### src/rtl/core/lcs_pkg.sv
`timescale 1ns / 1ps
// ----------------------------------------------------------------------------
// lcs_pkg
// Shared types and constants of the line centroid steering unit.
// ----------------------------------------------------------------------------
package lcs_pkg;

   // default row length limit, sets the column counter width
   localparam int MAX_WIDTH_DEF = 1024;

   // fixed field widths
   localparam int CH_W    = 8;
   localparam int BASE_W  = 8;
   localparam int GAIN_W  = 16;
   localparam int IMG_W   = 11;
   localparam int SPEED_W = 16;
   localparam int CNT_W   = 11;               // white pixel count
   localparam int SUM_W   = 19;               // white column sum
   localparam int DIFF_W  = SUM_W + 1;        // signed centroid offset
   localparam int GP_W    = BASE_W + GAIN_W;  // base * gain
   localparam int K_W     = GP_W + DIFF_W;    // base * gain * |offset|
   localparam int FRAC_W  = 8;                // 8.8 fixed point
   localparam int STEP_W  = $clog2(SUM_W + 1);

   // configuration port
   localparam int CSR_IDX_W  = 3;
   localparam int CSR_DATA_W = 16;

   typedef enum logic [CSR_IDX_W-1:0] {
      CSR_BASE_SPEED      = 3'd0,
      CSR_STEER_GAIN      = 3'd1,
      CSR_WHITE_THRESHOLD = 3'd2,
      CSR_BLACK_THRESHOLD = 3'd3,
      CSR_IMAGE_WIDTH     = 3'd4
   } csr_index_type;

   // reset values of the registers
   localparam logic [BASE_W-1:0] BASE_SPEED_RST      = 8'd20;
   localparam logic [GAIN_W-1:0] STEER_GAIN_RST      = 16'd3277;
   localparam logic [CH_W-1:0]   WHITE_THRESHOLD_RST = 8'd250;
   localparam logic [CH_W-1:0]   BLACK_THRESHOLD_RST = 8'd20;
   localparam logic [IMG_W-1:0]  IMAGE_WIDTH_RST     = 11'd150;

   // spin speed is base * 512 / 3
   localparam logic [CNT_W-1:0] SPIN_DIVISOR = 11'd3;
   localparam int               SPIN_SHIFT   = 9;

   // saturation limits
   localparam logic [CNT_W-1:0]   COUNT_MAX = '1;
   localparam logic [SUM_W-1:0]   SUM_MAX   = '1;
   localparam logic [SPEED_W-1:0] SPEED_MAX = '1;

   // row queue
   localparam int QUEUE_DEPTH = 2;
   localparam int QPTR_W      = $clog2(QUEUE_DEPTH);

   typedef enum logic [2:0] {
      ACT_FORWARD = 3'd0,
      ACT_LEFT    = 3'd1,
      ACT_RIGHT   = 3'd2,
      ACT_SPIN    = 3'd3,
      ACT_FINISH  = 3'd4
   } steer_action_type;

   typedef struct packed {
      logic [CH_W-1:0] red;
      logic [CH_W-1:0] green;
      logic [CH_W-1:0] blue;
      logic            last_in_row;
   } req_item_type;

   typedef struct packed {
      logic [SPEED_W-1:0] left_speed;
      logic [SPEED_W-1:0] right_speed;
      steer_action_type   steer_action;
      logic               finish_line;
   } rsp_item_type;

   typedef struct packed {
      logic [BASE_W-1:0] base_speed;
      logic [GAIN_W-1:0] steer_gain;
      logic [CH_W-1:0]   white_threshold;
      logic [CH_W-1:0]   black_threshold;
      logic [IMG_W-1:0]  image_width;
   } cfg_type;

   // summary of one finished row, front to back
   typedef struct packed {
      logic             black;
      logic [CNT_W-1:0] count;
      logic [SUM_W-1:0] sum;
   } row_sum_type;

   // queue status seen by the front and the back
   typedef struct packed {
      logic full;
      logic empty;
   } queue_status_type;

endpackage

### src/rtl/core/lcs_front.sv
`timescale 1ns / 1ps
// ----------------------------------------------------------------------------
// lcs_front
// Pixel classifier: accumulates white columns and the finish mark of a row
// and pushes a row summary into the queue on the last pixel.
// ----------------------------------------------------------------------------
module lcs_front import lcs_pkg::*; #(
   parameter int MAX_WIDTH = MAX_WIDTH_DEF
) (
   input  logic             clock,
   input  logic             reset,
   input  cfg_type          cfg,
   input  logic             req_valid,
   output logic             req_stall,
   input  req_item_type     req_data,
   input  queue_status_type qstat,
   output logic             push,
   output row_sum_type      push_data
);

   localparam int COL_W = $clog2(MAX_WIDTH);
   localparam logic [COL_W-1:0] COL_LAST = COL_W'(MAX_WIDTH - 1);

   logic [COL_W-1:0] col_ff, col_in;
   logic [CNT_W-1:0] count_ff, count_in;
   logic [SUM_W-1:0] sum_ff, sum_in;
   logic             black_ff, black_in;
   logic             halted_ff, halted_in;

   logic             accept;
   logic             is_white, is_black;
   logic [SUM_W:0]   sum_add;
   logic [CNT_W-1:0] count_upd;
   logic [SUM_W-1:0] sum_upd;
   logic             black_upd;

   // a full queue holds off new items
   assign req_stall = qstat.full;
   assign accept    = req_valid && !req_stall;

   // pixel classification
   assign is_white = (req_data.red   > cfg.white_threshold) &&
                     (req_data.green > cfg.white_threshold) &&
                     (req_data.blue  > cfg.white_threshold);
   assign is_black = (req_data.red   < cfg.black_threshold) &&
                     (req_data.green < cfg.black_threshold) &&
                     (req_data.blue  < cfg.black_threshold);

   // saturating accumulation
   assign sum_add = {1'b0, sum_ff} + (SUM_W+1)'(col_ff);

   always_comb begin
      sum_upd   = sum_ff;
      count_upd = count_ff;
      black_upd = black_ff;
      if (!black_ff) begin
         if (is_white) begin
            sum_upd = sum_add[SUM_W] ? SUM_MAX : sum_add[SUM_W-1:0];
            if (count_ff != COUNT_MAX) begin
               count_upd = count_ff + 1'b1;
            end
         end
         if (is_black) begin
            black_upd = 1'b1;
         end
      end
   end

   // row bookkeeping and summary push
   always_comb begin
      col_in    = col_ff;
      count_in  = count_ff;
      sum_in    = sum_ff;
      black_in  = black_ff;
      halted_in = halted_ff;
      push      = 1'b0;
      if (accept && !halted_ff) begin
         if (req_data.last_in_row) begin
            push      = 1'b1;
            col_in    = '0;
            count_in  = '0;
            sum_in    = '0;
            black_in  = 1'b0;
            halted_in = black_upd;
         end else begin
            count_in = count_upd;
            sum_in   = sum_upd;
            black_in = black_upd;
            if (!black_ff && col_ff != COL_LAST) begin
               col_in = col_ff + 1'b1;
            end
         end
      end
   end

   assign push_data.black = black_upd;
   assign push_data.count = count_upd;
   assign push_data.sum   = sum_upd;

   always_ff @(posedge clock) begin
      if (reset) begin
         col_ff    <= '0;
         count_ff  <= '0;
         sum_ff    <= '0;
         black_ff  <= 1'b0;
         halted_ff <= 1'b0;
      end else begin
         col_ff    <= col_in;
         count_ff  <= count_in;
         sum_ff    <= sum_in;
         black_ff  <= black_in;
         halted_ff <= halted_in;
      end
   end

endmodule

### src/rtl/core/lcs_row_queue.sv
`timescale 1ns / 1ps
// ----------------------------------------------------------------------------
// lcs_row_queue
// Short queue of row summaries between the front and the back.
// ----------------------------------------------------------------------------
module lcs_row_queue import lcs_pkg::*; (
   input  logic             clock,
   input  logic             reset,
   input  logic             push,
   input  row_sum_type      push_data,
   input  logic             pop,
   output row_sum_type      pop_data,
   output queue_status_type qstat
);

   row_sum_type        entry_ff [QUEUE_DEPTH];
   logic [QPTR_W-1:0]  wptr_ff, wptr_in;
   logic [QPTR_W-1:0]  rptr_ff, rptr_in;
   logic [QPTR_W:0]    fill_ff, fill_in;

   assign qstat.full  = (fill_ff == (QPTR_W+1)'(QUEUE_DEPTH));
   assign qstat.empty = (fill_ff == '0);
   assign pop_data    = entry_ff[rptr_ff];

   // pointer and fill update
   always_comb begin
      wptr_in = wptr_ff;
      rptr_in = rptr_ff;
      fill_in = fill_ff;
      if (push) begin
         wptr_in = (wptr_ff == QPTR_W'(QUEUE_DEPTH - 1)) ? '0 : wptr_ff + 1'b1;
      end
      if (pop) begin
         rptr_in = (rptr_ff == QPTR_W'(QUEUE_DEPTH - 1)) ? '0 : rptr_ff + 1'b1;
      end
      case ({push, pop})
         2'b10:   fill_in = fill_ff + 1'b1;
         2'b01:   fill_in = fill_ff - 1'b1;
         default: fill_in = fill_ff;
      endcase
   end

   always_ff @(posedge clock) begin
      if (reset) begin
         wptr_ff <= '0;
         rptr_ff <= '0;
         fill_ff <= '0;
      end else begin
         wptr_ff <= wptr_in;
         rptr_ff <= rptr_in;
         fill_ff <= fill_in;
      end
   end

   // entry storage
   always_ff @(posedge clock) begin
      if (push) begin
         entry_ff[wptr_ff] <= push_data;
      end
   end

endmodule

### src/rtl/core/lcs_back.sv
`timescale 1ns / 1ps
// ----------------------------------------------------------------------------
// lcs_back
// Row-end engine: serial centroid divide, proportional gain multiply and
// wheel speed result register.
// ----------------------------------------------------------------------------
module lcs_back import lcs_pkg::*; (
   input  logic             clock,
   input  logic             reset,
   input  cfg_type          cfg,
   input  queue_status_type qstat,
   output logic             pop,
   input  row_sum_type      pop_data,
   output logic             rsp_valid,
   input  logic             rsp_stall,
   output rsp_item_type     rsp_data
);

   typedef enum logic [4:0] {
      BK_IDLE = 5'b00001,
      BK_DIV  = 5'b00010,
      BK_DIFF = 5'b00100,
      BK_MUL  = 5'b01000,
      BK_DONE = 5'b10000
   } back_state_type;

   back_state_type state_ff, state_in;

   logic [STEP_W-1:0] step_ff, step_in;
   logic              rsp_valid_ff, rsp_valid_in;

   // datapath registers
   logic                  finish_ff, spin_ff;
   logic                  pos_ff, neg_ff;
   logic [SUM_W-1:0]      quo_ff;
   logic [CNT_W-1:0]      rem_ff;
   logic [CNT_W-1:0]      div_ff;
   logic [GP_W-1:0]       gp_ff;
   logic [DIFF_W-1:0]     mag_ff;
   logic [K_W-1:0]        k_ff;
   rsp_item_type          rsp_data_ff;

   logic [CNT_W:0]        trial;
   logic                  take;
   logic [DIFF_W-1:0]     diff;
   logic [SPEED_W-1:0]    base16;
   logic [K_W-FRAC_W-1:0] kk;
   logic [SPEED_W:0]      boost_sum;
   logic [SPEED_W-1:0]    boost;
   logic                  load;
   rsp_item_type          result;

   // restoring divide step, one quotient bit per cycle
   assign trial = {rem_ff, quo_ff[SUM_W-1]};
   assign take  = (trial >= {1'b0, div_ff});

   // offset of the centroid from the centre column
   assign diff = DIFF_W'(cfg.image_width[IMG_W-1:1]) - {1'b0, quo_ff};

   // proportional boost, saturated
   assign base16    = {cfg.base_speed, {FRAC_W{1'b0}}};
   assign kk        = k_ff[K_W-1:FRAC_W];
   assign boost_sum = {1'b0, base16} + {1'b0, kk[SPEED_W-1:0]};
   assign boost     = (boost_sum[SPEED_W] || (|kk[K_W-FRAC_W-1:SPEED_W])) ?
                      SPEED_MAX : boost_sum[SPEED_W-1:0];

   // result selection
   always_comb begin
      result.left_speed   = base16;
      result.right_speed  = base16;
      result.steer_action = ACT_FORWARD;
      result.finish_line  = 1'b0;
      if (finish_ff) begin
         result.steer_action = ACT_FINISH;
         result.finish_line  = 1'b1;
      end else if (spin_ff) begin
         result.left_speed   = quo_ff[SPEED_W-1:0];
         result.right_speed  = '0;
         result.steer_action = ACT_SPIN;
      end else if (pos_ff) begin
         result.right_speed  = boost;
         result.steer_action = ACT_LEFT;
      end else if (neg_ff) begin
         result.left_speed   = boost;
         result.steer_action = ACT_RIGHT;
      end
   end

   assign load = (state_ff == BK_DONE) && (!rsp_valid_ff || !rsp_stall);
   assign pop  = (state_ff == BK_IDLE) && !qstat.empty;

   // sequencer
   always_comb begin
      state_in = state_ff;
      step_in  = step_ff;
      unique case (state_ff)
         BK_IDLE: begin
            if (!qstat.empty) begin
               step_in  = STEP_W'(SUM_W);
               state_in = pop_data.black ? BK_DONE : BK_DIV;
            end
         end
         BK_DIV: begin
            step_in = step_ff - 1'b1;
            if (step_ff == STEP_W'(1)) begin
               state_in = BK_DIFF;
            end
         end
         BK_DIFF: begin
            state_in = spin_ff ? BK_DONE : BK_MUL;
         end
         BK_MUL: begin
            state_in = BK_DONE;
         end
         BK_DONE: begin
            if (load) begin
               state_in = BK_IDLE;
            end
         end
         default: begin
            state_in = BK_IDLE;
         end
      endcase
   end

   // output register valid
   always_comb begin
      rsp_valid_in = rsp_valid_ff && rsp_stall;
      if (load) begin
         rsp_valid_in = 1'b1;
      end
   end

   always_ff @(posedge clock) begin
      if (reset) begin
         state_ff     <= BK_IDLE;
         step_ff      <= '0;
         rsp_valid_ff <= 1'b0;
      end else begin
         state_ff     <= state_in;
         step_ff      <= step_in;
         rsp_valid_ff <= rsp_valid_in;
      end
   end

   // datapath
   always_ff @(posedge clock) begin
      case (state_ff)
         BK_IDLE: begin
            if (!qstat.empty) begin
               finish_ff <= pop_data.black;
               spin_ff   <= (pop_data.count == '0);
               pos_ff    <= 1'b0;
               neg_ff    <= 1'b0;
               rem_ff    <= '0;
               gp_ff     <= cfg.base_speed * cfg.steer_gain;
               if (pop_data.count == '0) begin
                  quo_ff <= SUM_W'({cfg.base_speed, {SPIN_SHIFT{1'b0}}});
                  div_ff <= SPIN_DIVISOR;
               end else begin
                  quo_ff <= pop_data.sum;
                  div_ff <= pop_data.count;
               end
            end
         end
         BK_DIV: begin
            if (take) begin
               rem_ff <= CNT_W'(trial - {1'b0, div_ff});
            end else begin
               rem_ff <= trial[CNT_W-1:0];
            end
            quo_ff <= {quo_ff[SUM_W-2:0], take};
         end
         BK_DIFF: begin
            pos_ff <= !diff[DIFF_W-1] && (diff != '0);
            neg_ff <= diff[DIFF_W-1];
            mag_ff <= diff[DIFF_W-1] ? (~diff + 1'b1) : diff;
         end
         BK_MUL: begin
            k_ff <= gp_ff * mag_ff;
         end
         default: begin
         end
      endcase
      if (load) begin
         rsp_data_ff <= result;
      end
   end

   assign rsp_valid = rsp_valid_ff;
   assign rsp_data  = rsp_data_ff;

endmodule

### src/rtl/core/line_centroid_steering_unit.sv
`timescale 1ns / 1ps
// ----------------------------------------------------------------------------
// line_centroid_steering_unit
// Proportional line-follower steering from the centroid of white pixels
// in one camera scan row.
// ----------------------------------------------------------------------------
//  channel | ports                          | carries
//  --------+--------------------------------+-------------------------------
//  req     | req_valid, req_stall, req_data | one rgb pixel, last-of-row mark
//  rsp     | rsp_valid, rsp_stall, rsp_data | wheel speeds, action, finish
//  csr     | csr_we, csr_index, csr_wdata   | register write, no read-back
//
//  pixels are taken one per cycle; the front stalls only while the row
//  queue (two row summaries) is full.
//  each row end holds the back through a pop, 19 divide steps (one
//  quotient bit each), an offset step, a multiply and a load, plus the
//  wait for the result register; a spin row skips the multiply, and a
//  finish row goes from the pop straight to the load.
//  short rows are paced by the back rather than by the pixel input.
//  after a finish row all pixels are taken and dropped until reset.
//  reset is synchronous, clears the row, queue and sequencer and reloads the config reset values.
// ----------------------------------------------------------------------------
module line_centroid_steering_unit import lcs_pkg::*; #(
   parameter int MAX_WIDTH = MAX_WIDTH_DEF
) (
   input  logic                  clock,
   input  logic                  reset,
   input  logic                  req_valid,
   output logic                  req_stall,
   input  req_item_type          req_data,
   output logic                  rsp_valid,
   input  logic                  rsp_stall,
   output rsp_item_type          rsp_data,
   input  logic                  csr_we,
   input  logic [CSR_IDX_W-1:0]  csr_index,
   input  logic [CSR_DATA_W-1:0] csr_wdata
);

   cfg_type          cfg_ff, cfg_in;
   queue_status_type qstat;
   logic             push, pop;
   row_sum_type      push_data, pop_data;

   // configuration registers
   always_comb begin
      cfg_in = cfg_ff;
      if (csr_we) begin
         unique case (csr_index)
            CSR_BASE_SPEED:      cfg_in.base_speed      = csr_wdata[BASE_W-1:0];
            CSR_STEER_GAIN:      cfg_in.steer_gain      = csr_wdata[GAIN_W-1:0];
            CSR_WHITE_THRESHOLD: cfg_in.white_threshold = csr_wdata[CH_W-1:0];
            CSR_BLACK_THRESHOLD: cfg_in.black_threshold = csr_wdata[CH_W-1:0];
            CSR_IMAGE_WIDTH:     cfg_in.image_width     = csr_wdata[IMG_W-1:0];
            default:             cfg_in = cfg_ff;
         endcase
      end
   end

   always_ff @(posedge clock) begin
      if (reset) begin
         cfg_ff.base_speed      <= BASE_SPEED_RST;
         cfg_ff.steer_gain      <= STEER_GAIN_RST;
         cfg_ff.white_threshold <= WHITE_THRESHOLD_RST;
         cfg_ff.black_threshold <= BLACK_THRESHOLD_RST;
         cfg_ff.image_width     <= IMAGE_WIDTH_RST;
      end else begin
         cfg_ff <= cfg_in;
      end
   end

   // pixel front
   lcs_front #(
      .MAX_WIDTH (MAX_WIDTH)
   ) u_front (
      .clock     (clock),
      .reset     (reset),
      .cfg       (cfg_ff),
      .req_valid (req_valid),
      .req_stall (req_stall),
      .req_data  (req_data),
      .qstat     (qstat),
      .push      (push),
      .push_data (push_data)
   );

   // row summary queue
   lcs_row_queue u_queue (
      .clock     (clock),
      .reset     (reset),
      .push      (push),
      .push_data (push_data),
      .pop       (pop),
      .pop_data  (pop_data),
      .qstat     (qstat)
   );

   // row-end engine
   lcs_back u_back (
      .clock     (clock),
      .reset     (reset),
      .cfg       (cfg_ff),
      .qstat     (qstat),
      .pop       (pop),
      .pop_data  (pop_data),
      .rsp_valid (rsp_valid),
      .rsp_stall (rsp_stall),
      .rsp_data  (rsp_data)
   );

endmodule
### config.mk
export PLATFORM = sky130hd
export DESIGN_NAME = line_centroid_steering_unit
export DESIGN_NICKNAME = d
export VERILOG_FILES = /design/src/rtl/core/lcs_pkg.sv /design/src/rtl/core/lcs_front.sv /design/src/rtl/core/lcs_row_queue.sv /design/src/rtl/core/lcs_back.sv /design/src/rtl/core/line_centroid_steering_unit.sv
export SDC_FILE = /design/constraint.sdc
export NUM_CORES = 2
export LEC_CHECK = 0
export BUFFER_PORTS_ARGS = -buffer_cell sky130_fd_sc_hd__buf_2
export CORE_MARGIN = 2
export CORE_UTILIZATION = 58
export DETAILED_ROUTE_END_ITERATION = 7
export GPL_ROUTABILITY_DRIVEN = 0
export HOLD_SLACK_MARGIN = 0.06
export PLACE_DENSITY = 0.77
export SYNTH_ARGS = -nofsm -noshare
export SYNTH_HDL_FRONTEND = slang
export SYNTH_SLANG_ARGS = --single-unit
### constraint.sdc
create_clock -name clock -period 19.8 [get_ports clock]
set_clock_uncertainty 0.15 [all_clocks]
set_input_delay 1.98 -clock clock [delete_from_list [all_inputs] [get_ports clock]]
set_output_delay 1.98 -clock clock [all_outputs]
set_load 0.02 [all_outputs]
# Yosys cells after proc, flatten, opt, wreduce, memory -nomap -nowiden
# Memory sizes are Yosys's and may differ from the RTL's. A register that Yosys moved wholly into a read port is not among the register bits.
# Cells that the tools add are included.
# totals
reg_bits,277
latch_bits,0
ram_bits,62
rom_bits,0
in_bits,49
out_inout_bits,38
memories,1
# classes
addsub,12
n_mul,2
div,0
magnitude_cmp,7
eq_ne,18
n_shift,0
n_mux,50
bitwise_logic,3
n_reduce_logical,41
# memory_table
name,depth,width,read_ports,rd_clocked_by_memory_dff,write_ports,line,source
u_queue.entry_ff,2,31,1,1,1,lcs_row_queue.sv:16,row_sum_type entry_ff [QUEUE_DEPTH];
# ops
operator,count
$mux W19,7
$mux W11,6
$mux W16,4
$mul A24 B20 Y44,1
$pmux W19 S2,1
$mux W35,1
$mux W32,1
$mux W5,6
$pmux W5 S5,1
$gt A8 B8 Y1,3
$lt A8 B8 Y1,3
$mul A8 B16 Y24,1
$pmux W11 S2,1
$add A19 B10 Y20,1
$add A20 B1 Y20 const B,1
$mux W10,2
$not A20 Y20,1
$reduce_and A2 Y1,10
$reduce_bool A20 Y1,1
$reduce_or A20 Y1,1
$sub A10 B19 Y20,1
$add A16 B16 Y17,1
$mux W1,14
$ge A12 B11 Y1,1
36 further kinds,63

# Longest topological paths before layout
# depth
ltp_word,7
ltp_mapped,26
ltp_nobuf,25

# By module
# A second synthesis with hierarchy kept.
# hier_totals
cells_unflattened,3737
area_unflattened_um2,36132.2
# by_module_without_submodules
module,instances,cells_each,area_each_um2,seq_area_each_um2
lcs_back,1,2910,27573.9,5054.8
lcs_front,1,512,4076.4,840.8
lcs_row_queue,1,118,2431.1,1961.9
line_centroid_steering_unit,1,197,2050.7,1021.0

# Least setup slack after synthesis
# OpenSTA, ideal clock, no wires.
# synth_timing
path_type,register -> register
from,register u_back.mag_ff[5]
to,register u_back.k_ff[37] (data pin)
setup_time_ns,0.260
arrival_ns,6.560
setup_slack_ns,12.830
path_stages_with_launch,24
n_path_buf,1
period_less_slack_ns,6.970
cell_sequence,edfxtp_1 -> clkbuf_1 -> and2_1 -> fa_1 -> inv_1 -> fa_1 -> fa_1 -> fa_1 -> inv_1 -> fa_1 -> fa_1 -> inv_1 -> fa_1 -> inv_1 -> ha_1 -> a21oi_1 -> a21boi_0 -> a31o_2 -> a41oi_2 -> o41ai_1 -> or4b_1 -> nand3_1 -> mux2i_1 -> nand2_1
# synth_between
elab_chain_cells,1
# synth_rtl
item,line,source
from (decl),lcs_back.sv:39,logic [DIFF_W-1:0] mag_ff;
from (signal assigned),lcs_back.sv:177,mag_ff <= diff[DIFF_W-1] ? (~diff + 1'b1) : diff;
$mul A24 B20 Y44,lcs_back.sv:180,k_ff <= gp_ff * mag_ff;
to (signal assigned),lcs_back.sv:180,
to (decl),lcs_back.sv:40,logic [K_W-1:0] k_ff;
# No other way between the ends.
# A chain may end at the register's enable or synchronous reset.

# Worst setup path in the final report
# Same ends and word-level chain as after synthesis.

==> impl_metrics.csv <==
group,metric,value,unit
clocking,post_cts_buffers,0,
timing,rsz0062_at_grt,"false",
detailed_routing,avgViaCountPerCell,5.66,
synthesis,synth-seq-cells,331,
clocking,cts.clk_slew.worst_paths,60,ps
synthesis,syn_nets,4535,
synthesis,ys.warnings.count,0,
placed_design,place_inst,4446,
timing,setup_viol,0,
detailed_routing,drtPass1Iterations,6,
worst_hold_path,hold_class,"reg2reg",
placed_design,post-dp-hpwl,63200,µm
timing,setup_tns,0,ps
clocking,cts_hold_buf,0,
outcome,status,"completed",
worst_setup_path,required,19950,ps
synthesis,ys_types,82,
clocking,cts_tree,"done",
final_layout,areaGrowthSynthToFinish,6.44,%
global_route,grt_usage,0.269,
floorplan,num_io_pins,87,
timing,finalCritPeriodShare,0.393,
floorplan,dieWidth,251,µm
worst_setup_path,path_cells,"and2_1, fa_1, inv_1, fa_1, fa_1, fa_1, inv_1, fa_1, fa_1, inv_1, fa_1, inv_1, ha_1, a21oi_1, a21boi_0, a31o_2, a41oi_2, o41ai_1, or4b_1, nand3_1, mux2i_1, nand2_1",
synthesis,syn_inst,3721,
worst_setup_path,cp_max_fo,24,
timing,fin_crit,7790,ps
run,drv_cap,0,
synthesis,synth_top_flop_cell,"edfxtp_1",
worst_setup_path,worstSetupStartpointType,"flop",
final_layout,finish.net_count,4517,
global_route,grt_pass1_wl,136000,µm
detailed_routing,ant_nets,0,
worst_setup_path,arrival,7950,ps
detailed_routing,wl_per_cell,18.0,µm
worst_setup_path,crit_path_frequent_cell,"fa_1",
placed_design,portBuffers,86,
timing,slew_violations,0,
clocking,cts_root_buf,"clkbuf_16",
floorplan,rows,90,
timing,worstMarginPinSlew,1220,ps
clocking,cts_max_path_buffers,3,
floorplan,core,0.0605,mm²
global_route,antenna_found_initial,0,
timing,hold_violations,0,
final_layout,final_layout_size_suffix_gt1_frac,0.0608,
floorplan,fp.dieH,251,µm
detailed_routing,postRouteWirelength,81300,µm
detailed_routing,dr.first_iter.drc_count,2003,
clocking,clock-sinks,331,
detailed_routing,num_vias,25500,
worst_setup_path,cpPeakStageDelay,730,ps
synthesis,synth_edf_count,223,
synthesis,synth_area,0.0355,mm²
clocking,cts_resized,0,
worst_setup_path,crit_type,"reg2reg",
synthesis,synth_area_per_cell,9.53,µm²
final_layout,fin_cells,4514,
final_layout,antennaDiodeCount,0,
clocking,htree_levels,2,
global_route,grt_start_max_net_pins,57,
timing,timing.fmax,128,MHz
clocking,insertion_delay,590,ps
worst_setup_path,critical-path-slowest-cell,"edfxtp_1",
worst_setup_path,endpoint_kind,"flop",
global_route,first_global_vias,26200,
timing,maxSlewHeadroom,0.187,
floorplan,design.die.area,0.0632,mm²
clocking,numCtsBuffers,37,
global_route,overflow,0,
synthesis,synth-seq-area-share,0.250,
detailed_routing,drt_drc_violations_left,0,
timing,whs,306,ps
synthesis,synthArstFlopShare,0,
floorplan,initial_core_util,0.587,
-- critical path, delay by kind of cell (launching register included) --
kind / cells / cell delay (ps)
buffers and inverters: 4 / 200
flip-flops: 1 / 730
multiplexers: 1 / 180
AND/OR/NAND/NOR: 4 / 1080
AO/OA/AOI/OAI: 5 / 1350
adder cells (fa/ha/maj): 8 / 3850
-- final timing paths --
| path | startpoint | to | slack [ps] | cells after the start |
|---|---|---|---|---|
| max | u_back.mag_ff[5]$_DFFE_PP_ | u_back.k_ff[37]$_DFFE_PP_ | 12010 | 22 |
| min reg2reg | cfg_ff[49]$_SDFFE_PP0P_ | cfg_ff[49]$_SDFFE_PP0P_ | 310 | 2 |
| min | cfg_ff[49]$_SDFFE_PP0P_ | cfg_ff[49]$_SDFFE_PP0P_ | 310 | 2 |
| max reg2reg | u_back.mag_ff[5]$_DFFE_PP_ | u_back.k_ff[37]$_DFFE_PP_ | 12010 | 22 |
-- cells in the mapped netlist (5+ instances only) --
master | count | share of area
a211oi_1 | 16 | 0.0034
a21o_1 | 62 | 0.013
a21oi_1 | 138 | 0.019
a22o_1 | 11 | 0.0027
a2bb2oi_1 | 5 | 0.0012
a31oi_1 | 17 | 0.0030
and2_1 | 317 | 0.056
and3_1 | 32 | 0.0056
buf_1 | 10 | 0.0011
clkbuf_1 | 158 | 0.017
dfxtp_1 | 108 | 0.061
edfxtp_1 | 223 | 0.19
fa_1 | 479 | 0.27
ha_1 | 286 | 0.10
inv_1 | 596 | 0.063
mux2_2 | 23 | 0.0073
mux2i_1 | 31 | 0.0087
nand2_1 | 522 | 0.055
nand2b_1 | 15 | 0.0026
nand3_1 | 38 | 0.0054
nand4_1 | 20 | 0.0035
nor2_1 | 133 | 0.014
nor2b_1 | 23 | 0.0041
nor3_1 | 49 | 0.0069
nor3b_1 | 5 | 0.0011
nor4_1 | 11 | 0.0019
o211ai_1 | 12 | 0.0025
o21a_1 | 14 | 0.0030
o21ai_0 | 103 | 0.015
o21bai_1 | 7 | 0.0015
o22a_1 | 9 | 0.0022
o22ai_1 | 10 | 0.0018
o31ai_1 | 6 | 0.0013
or2_2 | 9 | 0.0016
or3_1 | 17 | 0.0030
xnor2_1 | 80 | 0.020
xor2_1 | 41 | 0.010
-- cell families (layout without fill, tap and decap cells) --
| family | count (synthesis) | after routing | share of synthesized area |
|---|---|---|---|
| and+or+nand+nor | 1212 | 1212 | 0.166 |
| buffers and inverters | 768 | 779 | 0.0816 |
| adders and majority gates | 765 | 765 | 0.371 |
| AOI/OAI and AO/OA | 470 | 470 | 0.0858 |
| DFF | 331 | 331 | 0.250 |
| xor gates and xnor gates | 121 | 121 | 0.0299 |
| muxes | 54 | 54 | 0.0160 |
-- metal layers --
metal / wire length [µm] / GRT usage
met3: 5620 / 0.0396
met5: 0 / 0
met4: 2570 / 0.0855
met2: 39200 / 0.452
met1: 34000 / 0.362
-- sequential cells by signal (all words and copies together), names as in the netlist, 2 cells and up, named ones only --
signal	count
u_front.sum_ff	19
u_front.count_ff	11
u_back.div_ff	11
u_queue.fill_ff	2
u_back.quo_ff	19
u_queue.entry_ff	62
u_front.col_ff	10
u_back.gp_ff	24
u_back.rem_ff	11
u_back.step_ff	5
u_back.k_ff	36
cfg_ff	50
u_back.mag_ff	20
u_back.rsp_data	36
u_back.state_ff	5
-- cell type report --
| type | instances | area, µm² |
|---|---|---|
| multi-input combinational | 2622 | 23800 |
| fill | 4831 | 22700 |
| sequential | 331 | 8860 |
| inverter | 596 | 2240 |
| clock buffer | 50 | 1050 |
| tap | 782 | 978 |
| timing repair buffer | 115 | 648 |
| clock inverter | 18 | 240 |
-- metrics by stage --
step / worst slack (ps) / utilization / instance area (µm²)
CTS: 12020 / 0.624 / 37800
global placement: 12100 / 0.603 / 36500
finish: 12010 / 0.624 / 37800
global route: 11600 / 0.624 / 37800
detailed placement: 12060 / 0.603 / 36500
floorplan: 12830 / - / 35500
-- placed cells by master (no fill, tap or decap), types with 7 or more instances in the layout --
cell and instances:
xor2_1 41, clkbuf_16 39, a31oi_1 17, and2_1 317, or2_2 9, nor3_1 49
dfxtp_1 108, fa_1 479, nor4_1 11, mux2i_1 31, edfxtp_1 223, nor2_1 131
xnor2_1 80, buf_4 29, a211oi_1 15, o21bai_1 7, o211ai_1 12, a21oi_1 137
inv_1 596, clkbuf_1 8, o21a_1 14, a22o_1 11, nand4_1 20, o22a_1 9
nand2b_1 15, nand2_1 522, mux2_2 23, nor2b_1 23, o22ai_1 10, o21ai_0 102
buf_2 86, or3_1 17, and3_1 32, ha_1 286, a21o_1 62, nand3_1 38
Power is left out: the tool's default activity adds up to more than one toggle a clock period on the data nets, which glitch-free logic cannot reach.
